$ cat src/sv/chacha_pkg.sv
// Shared types, constants and functions for the ChaCha stream cipher block.
`timescale 1ns / 1ps

package chacha_pkg;

  localparam int BLOCK_BYTES = 64;
  localparam int WORDS       = BLOCK_BYTES / 4;
  localparam int WORD_IDX_W  = $clog2(WORDS);
  localparam int POS_W       = $clog2(BLOCK_BYTES) + 1;
  localparam int CFG_IDX_W   = 8;

  localparam logic [3:0][31:0] SIGMA = {
    32'h6b206574, 32'h79622d32, 32'h3320646e, 32'h61707865
  };

  localparam logic [CFG_IDX_W-1:0] CFG_KEY_01   = 8'd0;
  localparam logic [CFG_IDX_W-1:0] CFG_KEY_23   = 8'd1;
  localparam logic [CFG_IDX_W-1:0] CFG_KEY_45   = 8'd2;
  localparam logic [CFG_IDX_W-1:0] CFG_KEY_67   = 8'd3;
  localparam logic [CFG_IDX_W-1:0] CFG_CTR_N0   = 8'd4;
  localparam logic [CFG_IDX_W-1:0] CFG_NONCE_12 = 8'd5;
  localparam logic [CFG_IDX_W-1:0] CFG_ROUNDS   = 8'd6;
  localparam logic [CFG_IDX_W-1:0] CFG_KEY_128  = 8'd7;

  localparam logic [1:0] ROUNDS_8  = 2'd0;
  localparam logic [1:0] ROUNDS_12 = 2'd1;
  localparam logic [1:0] ROUNDS_20 = 2'd2;

  localparam logic [3:0] DOUBLES_8  = 4'd4;
  localparam logic [3:0] DOUBLES_12 = 4'd6;
  localparam logic [3:0] DOUBLES_20 = 4'd10;

  // One row of the quarter round: which add, which xor target and rotation.
  localparam logic [1:0] LINE_A_D16 = 2'd0;
  localparam logic [1:0] LINE_C_B12 = 2'd1;
  localparam logic [1:0] LINE_A_D8  = 2'd2;
  localparam logic [1:0] LINE_C_B7  = 2'd3;

  typedef enum logic [2:0] {
    ST_IDLE,
    ST_LOAD,
    ST_ROUND,
    ST_FEED,
    ST_EMIT
  } chacha_state_t;

  typedef struct packed {
    logic       accept_fast;
    logic       accept_slow;
    logic       load;
    logic       round;
    logic [1:0] line;
    logic       diag;
    logic       feed;
    logic       emit;
  } chacha_cmd_t;

  typedef struct packed {
    logic       need_block;
    logic       out_stall;
    logic [3:0] doubles;
  } chacha_status_t;

  function automatic logic [31:0] rotl32(input logic [31:0] x, input int n);
    return (x << n) | (x >> (32 - n));
  endfunction

endpackage

$ cat src/sv/chacha_ctrl.sv
// Controller state machine that sequences request handling and block generation.
`timescale 1ns / 1ps

module chacha_ctrl (
  input  logic                      clk,
  input  logic                      rst_n,
  input  logic                      in_valid,
  output logic                      in_ready,
  input  chacha_pkg::chacha_status_t status,
  output chacha_pkg::chacha_cmd_t    cmd
);

  chacha_pkg::chacha_state_t state_r, state_nxt;
  logic [2:0] step_r, step_nxt;
  logic [3:0] dbl_r, dbl_nxt;
  logic       last_step;

  assign last_step = (step_r == 3'd7) && (dbl_r == status.doubles - 4'd1);

  always_comb begin
    state_nxt = state_r;
    case (state_r)
      chacha_pkg::ST_IDLE: begin
        if (in_valid && !status.out_stall && status.need_block) state_nxt = chacha_pkg::ST_LOAD;
      end
      chacha_pkg::ST_LOAD:  state_nxt = chacha_pkg::ST_ROUND;
      chacha_pkg::ST_ROUND: begin
        if (last_step) state_nxt = chacha_pkg::ST_FEED;
      end
      chacha_pkg::ST_FEED:  state_nxt = chacha_pkg::ST_EMIT;
      chacha_pkg::ST_EMIT: begin
        if (!status.out_stall) state_nxt = chacha_pkg::ST_IDLE;
      end
      default: state_nxt = chacha_pkg::ST_IDLE;
    endcase
  end

  always_comb begin
    in_ready        = 1'b0;
    cmd             = '0;
    cmd.line        = step_r[1:0];
    cmd.diag        = step_r[2];
    step_nxt        = step_r;
    dbl_nxt         = dbl_r;
    case (state_r)
      chacha_pkg::ST_IDLE: begin
        in_ready        = !status.out_stall;
        cmd.accept_fast = in_valid && in_ready && !status.need_block;
        cmd.accept_slow = in_valid && in_ready && status.need_block;
      end
      chacha_pkg::ST_LOAD: begin
        cmd.load = 1'b1;
        step_nxt = '0;
        dbl_nxt  = '0;
      end
      chacha_pkg::ST_ROUND: begin
        cmd.round = 1'b1;
        step_nxt  = step_r + 3'd1;
        if (step_r == 3'd7) dbl_nxt = dbl_r + 4'd1;
      end
      chacha_pkg::ST_FEED: cmd.feed = 1'b1;
      chacha_pkg::ST_EMIT: cmd.emit = !status.out_stall;
      default: cmd = '0;
    endcase
  end

  always_ff @(posedge clk) begin
    if (!rst_n) begin
      state_r <= chacha_pkg::ST_IDLE;
      step_r  <= '0;
      dbl_r   <= '0;
    end else begin
      state_r <= state_nxt;
      step_r  <= step_nxt;
      dbl_r   <= dbl_nxt;
    end
  end

endmodule

$ cat config.mk
export PLATFORM = sky130hd
export DESIGN_NAME = chacha_ctrl
export DESIGN_NICKNAME = d
export VERILOG_FILES = /design/src/sv/chacha_pkg.sv /design/src/sv/chacha_ctrl.sv
export SDC_FILE = /design/constraint.sdc
export NUM_CORES = 1
export LEC_CHECK = 0
export BUFFER_PORTS_ARGS = -buffer_cell sky130_fd_sc_hd__buf_2
export CAP_MARGIN = 20
export CORE_MARGIN = 5
export CORE_UTILIZATION = 49
export CTS_CLUSTER_DIAMETER = 80
export CTS_CLUSTER_SIZE = 24
export DETAILED_ROUTE_END_ITERATION = 12
export GPL_ROUTABILITY_DRIVEN = 0
export PLACE_DENSITY = 0.76
export SLEW_MARGIN = 20
export SYNTH_ARGS = -nofsm -noshare
export SYNTH_HDL_FRONTEND = slang
export SYNTH_SLANG_ARGS = --single-unit
$ cat constraint.sdc
create_clock -name clk -period 1.75 [get_ports clk]
set_input_delay 0.4375 -clock clk [delete_from_list [all_inputs] [get_ports clk]]
set_output_delay 0.4375 -clock clk [all_outputs]
set_load 0.01 [all_outputs]
# Word level (Yosys, flattened, before mapping)
# Cells that the tools add are included.
# W data, S select, Z words.
[word_totals] reg_bits=10 latch_bits=0 ramBits=0 rom_bits=0 in_bits=9 output_inout_bits=10 word_cells=41 memories=0
[op_classes] addsub=3 multipliers=0 n_div=0 order_cmp=0 eq_ne=10 shifts=0 n_mux=14 n_bitwise=0 n_reduce_logical=11
[op_table] op="$pmux W3 S5" count=1
[op_table] op="$mux W3" count=4
[op_table] op="$ne A2 B2 Y1 const B" count=4
[op_table] op="$pmux W4 S2" count=1
[op_table] op="$eq A3 B2 Y1 const B" count=2
[op_table] op="$eq A3 B3 Y1 const B" count=2
[op_table] op="$pmux W3 S2" count=1
[op_table] op="$mux W1" count=5
[op_table] op="$reduce_or A5 Y1" count=1
[op_table] op="$add A4 B1 Y4 const B" count=1
[op_table] op="$eq A4 B4 Y1" count=1
[op_table] op="$logic_and A1 B1 Y1" count=4
[op_table] op="$mux W4" count=1
[op_table] op="$sub A4 B1 Y4 const B" count=1
[op_table] op="$add A3 B1 Y3 const B" count=1
[op_table] op="$eq A3 B1 Y1 const B" count=1
[op_table] op="$logic_not A3 Y1" count=1
[op_table] op="$reduce_and A3 Y1" count=1
[op_table] op="$logic_not A1 Y1" count=2
[op_table] op="$mux W2" count=1
[op_table] op="$reduce_and A2 Y1" count=1
[op_table] op="$reduce_bool A2 Y1" count=1

# Depth between registers and ports, before layout
[logic_depth] word_depth=5 depth_mapped=6 mapped_depth_nobuf=6

# Least setup slack after synthesis
# Ideal clock, no wire load.
[synth_timing] path_type="register to output" from="reg state_r[1]" to="out cmd[8] (netlist bit)" arrival_time_ps=1125 required_time_ps=1312 slack_ps=188 path_stages_with_launch=5 path_buffers=1 path_cell_list="dfxtp_1 > buf_4 > nor4_2 > nand2_1 > nor2_1"
[synth_rtl] element="from (decl)" line="chacha_ctrl.sv:13" rtl="chacha_pkg::chacha_state_t state_r, state_nxt;"
[synth_rtl] element="from (signal assigned)" line="chacha_ctrl.sv:69" rtl="state_r <= chacha_pkg::ST_IDLE;"
[synth_rtl] element="from (signal assigned)" line="chacha_ctrl.sv:73" rtl="state_r <= state_nxt;"
[synth_rtl] element="to (decl)" line="chacha_ctrl.sv:10" rtl="output chacha_pkg::chacha_cmd_t cmd"

==> metrics <==
worst r2r src step_r[0]; Final ANT Viol Nets 0; Placement Setup Slack 0.000609 ns; Die Y 46.7 um; ant diodes 0; reg2reg path depth 6; die area 2180 um2; nets@finish 107; initial antenna violation count 0; register-to-register setup slack ~0.36 ns; Netlist cell types 27; R2R Path End dbl_r[3]; critical-path maximum fanout 6; final period utilization 96.8%; DRC 0; gr ovfl total 0; largest net degree at the start of global routing 11; # IOs 19; Slew Viols, Final 0; CTS H-tree depth 1; clk buf depth 2; Crit path required time ~1.3 ns; die width between 40 and 50 um; placed cell area 758 um2; Final setup viols 0; sequential element share of the synthesized area a little under a third; number of port buffers 18; drt initial violations 1; status completed; Synth area leader dfxtp_1; worst hold start rst_n; Worst-path clk slew 0.07 ns; core box area 1280 um2; Syn Area/Cell 9.27 um2; TritonCTS Buffers 3; Via density between 5 and 6; routed length per instance 13.0 um; Crit Path Category reg -> out; Routed WL around 1400 um; Worst setup SP type flip-flop; final hold vios 0; Ys Warns 0; layout cell share with drive strength beyond 1 36.6%; number of global-route vias before repair 525; Max Freq 0.590 GHz; # clock sinks 10; first-pass GRT wire length 2210 um; type of the tightest min-delay check in -> reg; 1st-pass router iterations 4; critical path capture point type output port; commonest non-fill, non-tap cell in the layout buf_2; DR vias 583; Leak Pwr 0.000376 uW; Worst VDD drop 0.000459 V; register bit total from synthesis 10; commonest non-fill, non-tap cells in the layout buf_2 (18), nor2_1 (8), dfxtp_1 (7); synthesis-to-layout area growth 24.7%; Worst Max-Slew Pin Slew 0.247 ns; power density cells 687 nW/um2; PnR worst setup slack about 0.056 ns; maximum clock skew at final layout 0.000483 ns; Synth Cell Area 658 um2; Initial Util between 50% and 60%; CTS tree built; area fraction of the dominant cell type after synthesis a little under a third; worst hold endpoint dbl_r[0]; Tmin final 1.69 ns; hold path depth 2; Total Routing Usage GR 14.4%; slew margin rel. 83.4%; row count 13; Synth area leaders dfxtp_1 (30%), ha_1 (7.6%), xnor2_1 (6.7%); max cap viols 0; clk_lat worst skew 0.27 ns; cell count after synthesis 71; worst path arrival time 1.26 ns; hold buffer count at CTS 0; Post-DP HPWL 1040 um; root buffer cell clkbuf_4; syn_nets 84; cell area after layout about 820 um2; fillers 113
-- layer usage --
layer | vias up | GRT usage, % | wire length, um
li1 | 288 | - | -
met5 | - | 0 | 0
met1 | 276 | 17.2 | 573
met2 | 14 | 23.1 | 717
met4 | 0 | 9.39 | 30
met3 | 5 | 2.73 | 83
-- what timing repair did --
item,CTS,global route
endpoints found under the hold margin,0,0
setup buffers,0,1
resized for setup,2,4
setup endpoints to repair,5,3
pin swaps,1,1
-- cells in the mapped netlist (all sizes together) --
cell and n:
a31oi 2, a21oi 2, nand2b 1, and3 2
nand4 1, dfxtp 10, inv 3, and4bb 1
a22oi 3, nor2 8, and2 3, mux2i 2
buf 3, nor4b 2, xnor2 5, xor2 4
nor2b 6, nor4 1, o21ai 1, nand2 2
nor3b 3, ha 4, and3b 1, nor3 1
-- area by class of cell --
class / count / area, um2 / area share [%]
well taps: 15 / 18.8 / 2.29
clock buffers: 4 / 36.3 / 4.42
inverters: 3 / 11.3 / 1.37
repair buffers: 21 / 110 / 13.4
multi-input cells: 55 / 438 / 53.4
flip-flops and latches: 10 / 206 / 25.2
-- kinds of logic (layout without fill, tap and decap cells) --
group | Yosys count | count (layout) | share of synthesized area (%)
AOI/OAI and AO/OA | 8 | 8 | 7.60
xor gates and xnor gates | 9 | 9 | 12.0
adders and majority gates | 4 | 4 | 7.60
buffers and inverters | 6 | 28 | 5.32
DFF | 10 | 10 | 30.4
muxes | 2 | 2 | 3.04
and+or+nand+nor | 32 | 32 | 34.0
-- worst max-delay path, stage by stage (launching register included) --
cell and delay [ns]:
dfxtp_4 0.37, nor4_4 0.30, and3_1 0.19, buf_2 0.13
-- per-stage QoR --
step | TNS, ns | instances | hold WS (ns) | power, uW | util [%]
5_1_grt | -0.0132 | 108 | 0.500 | 588 | 63.9
4_1_cts | 0 | 107 | 0.484 | 560 | 62.0
3_5_place_dp | 0 | 103 | 0.528 | 347 | 59.0
2_1_floorplan | 0 | 71 | 0.498 | 315 | -
3_3_place_gp | 0 | 103 | 0.515 | 343 | 59.0
6_report | 0 | 108 | 0.486 | 564 | 63.9
-- registers in the layout (all words and copies together), names as in the netlist --
signal	flops
state_r	3
dbl_r	4
step_r	3
-- report_power, final --
group / internal [uW] / switching (uW)
logic: 52.4 / 50.9
clock network: 126 / 86.7
registers: 234 / 13.4
total: 413 / 151
-- how the worst max path moves through the flow --
stage                     slack, ns    endpoint        from  cells after the start
final                          0.06      cmd[7]  state_r[0]                      3
after global placement         0.10  state_r[0]   status[0]                      7
after detailed placement     0.0006  state_r[0]   status[0]                      7
after CTS                      0.02      cmd[7]  state_r[0]                      3
after floorplan                0.19      cmd[8]  state_r[1]                      4
after global routing          -0.01      cmd[7]  state_r[0]                      3
(Power assumes the default switching activity.)
